==> src/rtl/lnt_pkg.sv <==
package lnt_pkg;

  localparam int MAX_SAMPLES_DEF = 16;

  // divider operand widths
  localparam int DIV_NW = 34;
  localparam int DIV_DW = 17;

  localparam logic [1:0] MODE_LOAD     = 2'd0;
  localparam logic [1:0] MODE_TRAIN    = 2'd1;
  localparam logic [1:0] MODE_CLASSIFY = 2'd2;

  localparam logic [2:0] REG_INIT_W1  = 3'd0;
  localparam logic [2:0] REG_INIT_W2  = 3'd1;
  localparam logic [2:0] REG_INIT_B   = 3'd2;
  localparam logic [2:0] REG_LEARN    = 3'd3;
  localparam logic [2:0] REG_NUDGE    = 3'd4;
  localparam logic [2:0] REG_ITER     = 3'd5;

  localparam logic [16:0] ONE_Q16   = 17'd65536;
  localparam logic [16:0] HALF_Q16  = 17'd32768;
  localparam logic [16:0] SIG_TOP   = 17'd65514;
  localparam logic [31:0] SIG_CLAMP = 32'd524288;

  localparam logic [16:0] LEARN_RST = 17'd6554;
  localparam logic [16:0] NUDGE_RST = 17'd6554;
  localparam logic [23:0] ITER_RST  = 24'd320000;

  typedef struct packed {
    logic [1:0]         mode;
    logic signed [31:0] first_value;
    logic signed [31:0] second_value;
    logic [16:0]        target_value;
  } in_item_t;

  typedef struct packed {
    logic               result_kind;
    logic signed [31:0] result_weight_one;
    logic signed [31:0] result_weight_two;
    logic signed [31:0] result_bias;
    logic [16:0]        result_cost;
    logic               class_bit;
  } out_item_t;

  typedef struct packed {
    logic signed [31:0] first;
    logic signed [31:0] second;
    logic [16:0]        target;
  } sample_t;

  typedef enum logic [4:0] {
    ST_IDLE, ST_ITER, ST_EVAL, ST_RD, ST_MUL, ST_SUM, ST_SIG, ST_ERR, ST_ACC,
    ST_CDIV, ST_CWAIT, ST_CNEXT, ST_SDIV, ST_SWAIT, ST_UMUL, ST_UAPPLY, ST_RESULT
  } state_t;

  // sigmoid at steps of 0.5, Q16
  function automatic logic [16:0] sig_point(input logic [4:0] i);
    logic [16:0] r;
    case (i)
      5'd0:  r = 17'd32768;
      5'd1:  r = 17'd40793;
      5'd2:  r = 17'd47911;
      5'd3:  r = 17'd53581;
      5'd4:  r = 17'd57724;
      5'd5:  r = 17'd60565;
      5'd6:  r = 17'd62428;
      5'd7:  r = 17'd63615;
      5'd8:  r = 17'd64357;
      5'd9:  r = 17'd64816;
      5'd10: r = 17'd65097;
      5'd11: r = 17'd65269;
      5'd12: r = 17'd65374;
      5'd13: r = 17'd65437;
      5'd14: r = 17'd65476;
      5'd15: r = 17'd65500;
      default: r = 17'd65514;
    endcase
    return r;
  endfunction

  function automatic logic signed [31:0] sat32(input logic signed [47:0] v);
    logic signed [31:0] r;
    if (v > 48'sd2147483647) r = 32'sh7fffffff;
    else if (v < -48'sd2147483648) r = 32'sh80000000;
    else r = v[31:0];
    return r;
  endfunction

endpackage

==> src/rtl/lnt_divider.sv <==
module lnt_divider
  import lnt_pkg::*;
#(
  parameter int NW = DIV_NW,
  parameter int DW = DIV_DW
) (
  input  logic          clk,
  input  logic          rst,
  input  logic          start,
  input  logic [NW-1:0] num,
  input  logic [DW-1:0] den,
  output logic          done,
  output logic [NW-1:0] quot
);

  localparam int CNW = $clog2(NW);

  logic           busy;
  logic [DW-1:0]  rem;
  logic [DW-1:0]  dvs;
  logic [CNW-1:0] cnt;
  logic [DW:0]    trial;
  logic           ge;

  // one quotient bit per cycle, restoring
  assign trial = {rem, quot[NW-1]};
  assign ge    = trial >= {1'b0, dvs};

  always_ff @(posedge clk) begin
    if (rst) begin
      busy <= 1'b0;
      done <= 1'b0;
    end else begin
      done <= 1'b0;
      if (start) begin
        busy <= 1'b1;
        cnt  <= '0;
        rem  <= '0;
        dvs  <= den;
        quot <= num;
      end else if (busy) begin
        rem  <= ge ? DW'(trial - {1'b0, dvs}) : trial[DW-1:0];
        quot <= {quot[NW-2:0], ge};
        cnt  <= cnt + 1'b1;
        if (cnt == CNW'(NW - 1)) begin
          busy <= 1'b0;
          done <= 1'b1;
        end
      end
    end
  end

endmodule

==> config.mk <==
export PLATFORM = sky130hd
export DESIGN_NAME = lnt_divider
export DESIGN_NICKNAME = d
export VERILOG_FILES = /design/src/rtl/lnt_pkg.sv /design/src/rtl/lnt_divider.sv
export SDC_FILE = /design/constraint.sdc
export NUM_CORES = 1
export LEC_CHECK = 0
export BUFFER_PORTS_ARGS = -buffer_cell sky130_fd_sc_hd__buf_2
export CORE_UTILIZATION = 39
export CTS_CLUSTER_SIZE = 12
export DETAILED_ROUTE_END_ITERATION = 10
export SETUP_SLACK_MARGIN = 0.02
export SYNTH_ARGS = -nofsm -noshare
export SYNTH_HDL_FRONTEND = slang
export SYNTH_SLANG_ARGS = --single-unit
==> constraint.sdc <==
create_clock -name clk -period 4.6 [get_ports clk]
set_input_delay 0.46 -clock clk [delete_from_list [all_inputs] [get_ports clk]]
set_output_delay 0.46 -clock clk [all_outputs]
set_load 0.01 [all_outputs]
# Word-level counts from Yosys, hierarchy flattened

Cells that the tools add are included.

Register bits: 76
Input port bits: 54
Output and inout port bits: 35
Logic and storage cells: 25

Add/subtract/negate cells: 2
Order comparisons: 1
Equality and inequality tests: 1
Mux-type cells: 9
Bitwise logic cells: 2
Reductions and logical operators: 4

Operators by type and width:

| operator                                                       | count |
|---|---|
| 34-bit 2-to-1 mux                                              | 2 |
| 17-bit 2-to-1 mux                                              | 2 |
| 18-bit by 17-bit >= comparator with 1-bit output               | 1 |
| 17-bit subtractor                                              | 1 |
| 6-bit by 1-bit adder with 6-bit output (second input constant) | 1 |
| 6-bit equality test (second input constant)                    | 1 |
| 6-bit 2-to-1 mux                                               | 1 |
| 1-bit 2-to-1 mux                                               | 4 |
| 2-bit AND reduction                                            | 2 |
| 3-bit OR reduction                                             | 1 |
| 1-bit NOT                                                      | 2 |
| 2-bit nonzero test                                             | 1 |

# Logic depth before layout (Yosys ltp)

Gate-level depths: netlist of run 1.

Depth after elaboration: 4
Mapped depth: 12
Mapped depth without buffers: 10

# Worst setup path after synthesis of run 1

No wires, ideal clock.

Kind: input to register
Start: input start
End: register cnt[0] (enable)
Setup time: 0.472 ns
Data arrival time: 3.261 ns
Data required time: 4.128 ns
Slack: 0.867 ns
Cell stages on the path: 3
Buffers on the path: 1
Path through: buf_1 nor2_1 nor2_1

Longest elaborated chain between the ends: 2

Ends and longest elaborated chain:

| what                          | RTL line          | RTL |
|---|---|---|
| start, declared               | lnt_divider.sv:9  | `input logic start,` |
| 2-bit nonzero test (no line)  | n/a               |  |
| 2-bit AND reduction (no line) | n/a               |  |
| end signal, assigned          | lnt_divider.sv:44 | `cnt <= cnt + 1'b1;` |
| end, declared                 | lnt_divider.sv:21 | `logic [CNW-1:0] cnt;` |

Every way passes these cells.
A chain may end at the register's enable or synchronous reset.

# Worst setup path after layout of run 1

Start: register quot[33]
End: register quot[0], data pin

Longest elaborated chain between the ends: 3

Ends and longest elaborated chain:

| what                                             | RTL line          | RTL |
|---|---|---|
| start, declared                                  | lnt_divider.sv:13 | `output logic [NW-1:0] quot` |
| start signal, assigned                           | lnt_divider.sv:40 | `quot <= num;` |
| start signal, assigned                           | lnt_divider.sv:43 | `quot <= {quot[NW-2:0], ge};` |
| 18-bit by 17-bit >= comparator with 1-bit output | lnt_divider.sv:27 | `assign ge = trial >= {1'b0, dvs};` |
| 34-bit 2-to-1 mux                                | lnt_divider.sv:41 | `end else if (busy) begin` |
| 34-bit 2-to-1 mux                                | lnt_divider.sv:35 | `if (start) begin` |

Every way passes these cells. The select of a mux whose other input is x is not followed.

==> impl_results.md, run 1 <==
- CTS tree: built
- Core outline area: 0.009910 mm^2
- CP required: 4.71 ns
- Yosys reg bits: 76
- Commonest cells after routing, fill and taps aside: buf_2, edfxtp_1, mux2_2
- Post-CTS resize count: 0
- Synth area leaders: edfxtp_1, mux2_2, ha_1
- CP startpoint kind: register
- RSZ-0062 raised after global routing: no
- Fill cells: 957
- Antenna cells: 0
- Overall Power: 1.752 mW
- Crit path top cell by count: inv_1
- Die height: about 100 um
- Cell Area, Synth: 0.004038 mm^2
- Register area share after synthesis: 56.03%
- Buffers added on ports: ~90
- Share of the synthesized area in the top cell type: 55.04%
- Post-synth EDFFs: 74
- Worst min path class: primary input to register
- CP delay by family, top: compound AO/OA/AOI/OAI gates
- Hold buffer count at CTS: 0
- DRC Markers: 0
- Fin crit period: roughly 3 ns
- Arrival @ worst endpoint: 3.12 ns
- HPWL Detailed: 6024 um
- Detailed Route Iter0 Violations: about 150
- Largest net degree at the start of global routing: 58
- Critical Path Max Stage Delay: 0.50 ns
- Number of max-cap violations: 0
- Max rail drop VDD: about 0.17 mV
- Leak Pwr: 1.973 nW
- Vias: ~2.9k
- Clk slew on worst S/H paths: 0.09 ns
- CP Max Fanout: 29
- Status: completed
- Share of post-route cells with drive strength above 1: 35.83%
- GRT Total Usage: between 10% and 20%
- Area growth syn-to-layout: 19.31%
- Slowest cell on crit path: nand2_2
- TritonCTS Buffers: 9
- GRT Residual Overflow: 0
- Worst-margin pin slew: between 0.7 and 0.8 ns
- Nature of the critical path endpoint: register
- Chip width: between 100 and 150 um
- Fin Setup TNS: 0 ns
- Cell row count: 36
- Clk sinks: 76
- Max Freq: 332.4 MHz
- NumNets Final: 496
- Gpl congestion: roughly 0.85
- Pwr Density: roughly 360 mW/mm^2
- Most common cell after layout, fill and taps aside: buf_2
- Clk Latency, worst-skew pair: 0.36 ns
- Initial DRT Pass Iterations: 4
- Final wirelength: roughly 8500 um
- Post-synth cell types: 47
- Syn nets: slightly above 400
- Post-route ant nets: 0
- Drt wl/cell: around 15 um
- First-pass GRT wire length: 14430 um
- Boundary Pins: 89
- FFs w/ async S/R, synth: 0%
- Clock buffer depth: 2
- Total die area: ~0.011 mm^2
- CP Cell Sequence: inv_1, ha_1, inv_1, fa_1, a21oi_1, o22ai_1, o211ai_1, nand2_2, mux2_2
- Ys flop type: edfxtp_1
- Mapped Cells: 329
- Skew final: 0.009011 ns
- Via/cell ratio: a little over 5
- Mean Syn Cell Area: 12.27 um^2
- CP Class: register to register
- Initial antenna violation count: 0
- Area leader, netlist: edfxtp_1
- Final Hold Fails: 0
- Vias in the first global route: around 3.0k
- Pins Over Slew Limit: 0
- Starting Density: about two fifths
- CP bufs+invs: 2
- Worst slew margin: slightly above 50%
- Ratio of final minimum period to clock period: roughly 65%
- Synth warn: 0
- H-tree depth reported by CTS: 3
- Post-CTS setup buffer count: 0
- Clock root buffer: clkbuf_8
- # setup viols final: 0
[routing by layer]
layer  global-route usage [%]  vias to the layer above  share of wire, %
met5                        0                        -                 0
li1                         -                     1408                 -
met2                    27.76                       88                46
met1                    21.09                     1378                45
met3                    6.042                        6               7.7
met4                    3.673                        0              0.83
[stage by stage]
step	hold WS (ns)	utilization (%)	cell area (um^2)	worst slack (ns)	std cells
4_1_cts	0.2587	48.61	4817	1.622	560
3_5_place_dp	0.5014	46.69	4627	1.664	544
5_1_grt	0.2547	48.61	4817	1.377	560
3_3_place_gp	0.5031	46.69	4627	1.769	544
6_report	0.2728	48.61	4817	1.592	560
2_1_floorplan	0.4536	-	4038	0.8672	329
[path summary, 6_finish.rpt]
path | startpoint | endpoint | slack, ns | depth (start not counted)
min reg2reg | busy | done | 0.51 | 1
min | den[7] | dvs[7] | 0.27 | 1
max reg2reg | quot[33] | quot[0] | 1.59 | 9
max | quot[33] | quot[0] | 1.59 | 9
[final cells by class]
type                            count  area (um^2)  share of cell area (%)
Clock buffer                        9        123.9                   2.571
Clock inverter                      7        66.31                   1.377
Inverter                           24        90.09                   1.870
Multi-Input combinational cell    219         1638                   34.00
Sequential cell                    76         2262                   46.96
Tap cell                          133        166.4                   3.455
Timing Repair Buffer               92        470.5                   9.766
[state kept, by name, indices dropped and copies added, names as in the netlist]
register	flops
done	1
quot	34
rem	17
cnt	6
dvs	17
busy	1
[logic make-up (layout without fill, tap and decap cells)]
| logic type | Yosys count | in the layout | synth area share (%) |
|---|---|---|---|
| AND/OR/NAND/NOR | 83 | 83 | 9.080 |
| adder cells (fa/ha/maj) | 20 | 20 | 6.384 |
| buffers and inverters | 34 | 132 | 3.594 |
| AO/OA/AOI/OAI | 63 | 63 | 11.19 |
| XOR/XNOR | 15 | 15 | 3.254 |
| multiplexers | 38 | 38 | 10.47 |
| flip-flops | 76 | 76 | 56.03 |
[synth_stat cells, drive strengths merged, types with 4 or more instances]
library cell and n:
o21ai 8, ha 19, o21a 6, nor3 4
mux2 34, buf 6, a211oi 7, nand3 13
inv 23, edfxtp 74, mux2i 4, a21oi 23
xnor2 12, nand2 25, clkbuf 4, nor2 30
[where the power goes]
group          total (mW)  internal (mW)  leakage [nW]  switching (mW)
logic               0.394          0.175          1.15           0.220
registers           0.856          0.829         0.725          0.0266
clock network       0.501          0.210        0.0982           0.291
[worst register-to-register path, stage by stage, from the launching register on]
cell	delay, ns
edfxtp_1	0.41
inv_1	0.08
ha_1	0.16
inv_1	0.05
fa_1	0.44
a21oi_1	0.17
o22ai_1	0.10
o211ai_1	0.40
nand2_2	0.50
mux2_2	0.45
(Power assumes the default switching activity.)
==> run 2, diff against run 1 <==
Clock period 4.6 ns to 2.9 ns, I/O delays scaled along.
==> run 2 against run 1 <==
Against the previous run: register-to-register slack got worse by 1.3 ns; maximum frequency increased by 16%; largest power group unchanged; total power increased by 55%; critical path type unchanged; critical path depth increased by 2; core utilization increased by 0.050 points.
==> impl_results.md, run 2 (same netlist as run 1, synthesis figures left out) <==
- Status: completed
- Pwr Density: 561.9 mW/mm^2 (+55%)
- CP Max Fanout: 11 (-62%)
- Clock root buffer: clkbuf_8
- Max rail drop VDD: 0.2776 mV (+61%)
- Vias in the first global route: 2992 (-0.13%)
- Arrival @ worst endpoint: 2.68 ns (-0.44 ns)
- H-tree depth reported by CTS: 3 (unchanged)
- Worst-margin pin slew: 0.7107 ns (-0.01058 ns)
- Clk slew on worst S/H paths: 0.09 ns (about the same)
- Nature of the critical path endpoint: register
- Antenna cells: 0 (unchanged)
- GRT Total Usage: 16.89% (+0.098 points)
- RSZ-0062 raised after global routing: no
- Core outline area: 0.009910 mm^2 (unchanged)
- Post-CTS resize count: 0 (unchanged)
- Worst min path class: primary input to register
- Initial antenna violation count: 0 (unchanged)
- Largest net degree at the start of global routing: 58 (unchanged)
- Drt wl/cell: 15.29 um (+1.0%)
- Pins Over Slew Limit: 0 (unchanged)
- Die height: 103.8 um (unchanged)
- Starting Density: 40.74% (unchanged)
- TritonCTS Buffers: 9 (unchanged)
- Chip width: 103.8 um (unchanged)
- Top reg by flops: quot
- Final WS setup: 0.2995 ns (-1.292 ns)
- Place WS: 0.3324 ns (-1.332 ns)
- Clock buffer depth: 2 (unchanged)
- Skew final: 0.01254 ns (+0.003529 ns)
- CP required: 2.98 ns (-1.73 ns)
- Area growth syn-to-layout: 19.43%
- Max Freq: 384.5 MHz (+16%)
- Final wirelength: 8609 um (+1.6%)
- Gpl congestion: 0.8314 (-1.6%)
- DRC Markers: 0 (unchanged)
- GRT Residual Overflow: 0 (unchanged)
- Buffers added on ports: 88 (unchanged)
- First-pass GRT wire length: 14300 um (-0.91%)
- HPWL Detailed: 6106 um (+1.4%)
- Commonest cells after routing, fill and taps aside: buf_2, edfxtp_1, mux2_2
- Ratio of final minimum period to clock period: 89.67% (+24 points)
- Largest regs: quot (34), dvs (17), rem (17)
- Via/cell ratio: 5.083 (-1.2%)
- Share of post-route cells with drive strength above 1: 36.05% (+0.22 points)
- Cell row count: 36 (unchanged)
- Clk Latency, worst-skew pair: 0.35 ns (about the same)
- NumNets Final: 500 (+0.81%)
- Leak Pwr: 1.972 nW (about the same)
- Boundary Pins: 89 (unchanged)
- Detailed Route Iter0 Violations: 130 (-12%)
- CP Class: register to register
- Post-route ant nets: 0 (unchanged)
- Vias: 2862 (-0.63%)
- Worst slew margin: 52.62% (+0.71 points)
- Hold buffer count at CTS: 0 (unchanged)
- Fin crit period: 2.600 ns (-0.4078 ns)
- # setup viols final: 0 (unchanged)
- Initial DRT Pass Iterations: 4 (unchanged)
- Fin Setup TNS: 0 ns (unchanged)
- Total die area: 0.01076 mm^2 (unchanged)
- Number of max-cap violations: 0 (unchanged)
- Post-CTS setup buffer count: 0 (unchanged)
- CTS tree: built
- Final Hold Fails: 0 (unchanged)
- Clk sinks: 76 (unchanged)
- R2r setup slk: 0.30 ns (-1.29 ns)
- Max reg flops: 34 (unchanged)
- Most common cell after layout, fill and taps aside: buf_2
- CP startpoint kind: register
==> run 2: changes by cell type in the layout (fill, tap and decap cells not counted) <==
cell | previous run | this run
buf_4 | 4 | 8
clkinv_1 | 1 | 2
clkinv_2 | 0 | 1
clkinv_4 | 3 | 1
clkinvlp_4 | 0 | 2
inv_6 | 2 | 1
inv_8 | 2 | 0
==> run 2: power by group <==
part / leakage (nW) / total, mW / internal, mW / switching [mW]
registers: 0.725 / 1.36 / 1.32 / 0.0417
clock network: 0.0791 / 0.717 / 0.306 / 0.411
logic: 1.17 / 0.635 / 0.285 / 0.350
total: 1.97 / 2.71 / 1.91 / 0.803
==> run 2: worst paths after layout <==
check / end / cells past startpoint / startpoint
worst max-delay path: rem[6] / 11 / quot[33]
worst min-delay path: dvs[15] / 1 / den[15]
worst max register to register: rem[6] / 11 / quot[33]
worst min register to register: done / 1 / busy
==> run 2: final cells by class <==
type / instances / area, um^2
flip-flops and latches: 76 / 2262
inverters: 24 / 90.09
clock inverters: 6 / 41.29
well taps: 133 / 166.4
clock buffers: 9 / 123.9
multi-input cells: 219 / 1638
fillers: 941 / 5087
repair buffers: 96 / 500.5
==> run 2: worst max-delay path, stage by stage, from the launching register on <==
cell,delay (ns)
edfxtp_1,0.40
inv_1,0.07
ha_1,0.16
inv_1,0.05
fa_1,0.44
a21oi_1,0.16
o22ai_1,0.10
o211ai_1,0.25
nand2_2,0.22
buf_4,0.25
mux2i_1,0.16
nor2_1,0.05
==> run 2: per-layer routing <==
layer	track usage (%)	wire [um]
met1	19.94	3760
met5	0	0
met4	4.388	60
met3	7.237	659
met2	28.24	4129
==> run 2: per-stage QoR <==
step                instance area [um^2]  util (%)  power, mW  std cells  hold WS, ns
floorplan                           4040         -      1.845        329       0.3628
global placement                    4657     46.99      2.006        548       0.4699
detailed placement                  4657     46.99      2.018        548       0.4691
CTS                                 4822     48.66      2.744        563      0.08589
global route                        4822     48.66      2.866        563      0.07682
finish                              4822     48.66      2.710        563       0.1029
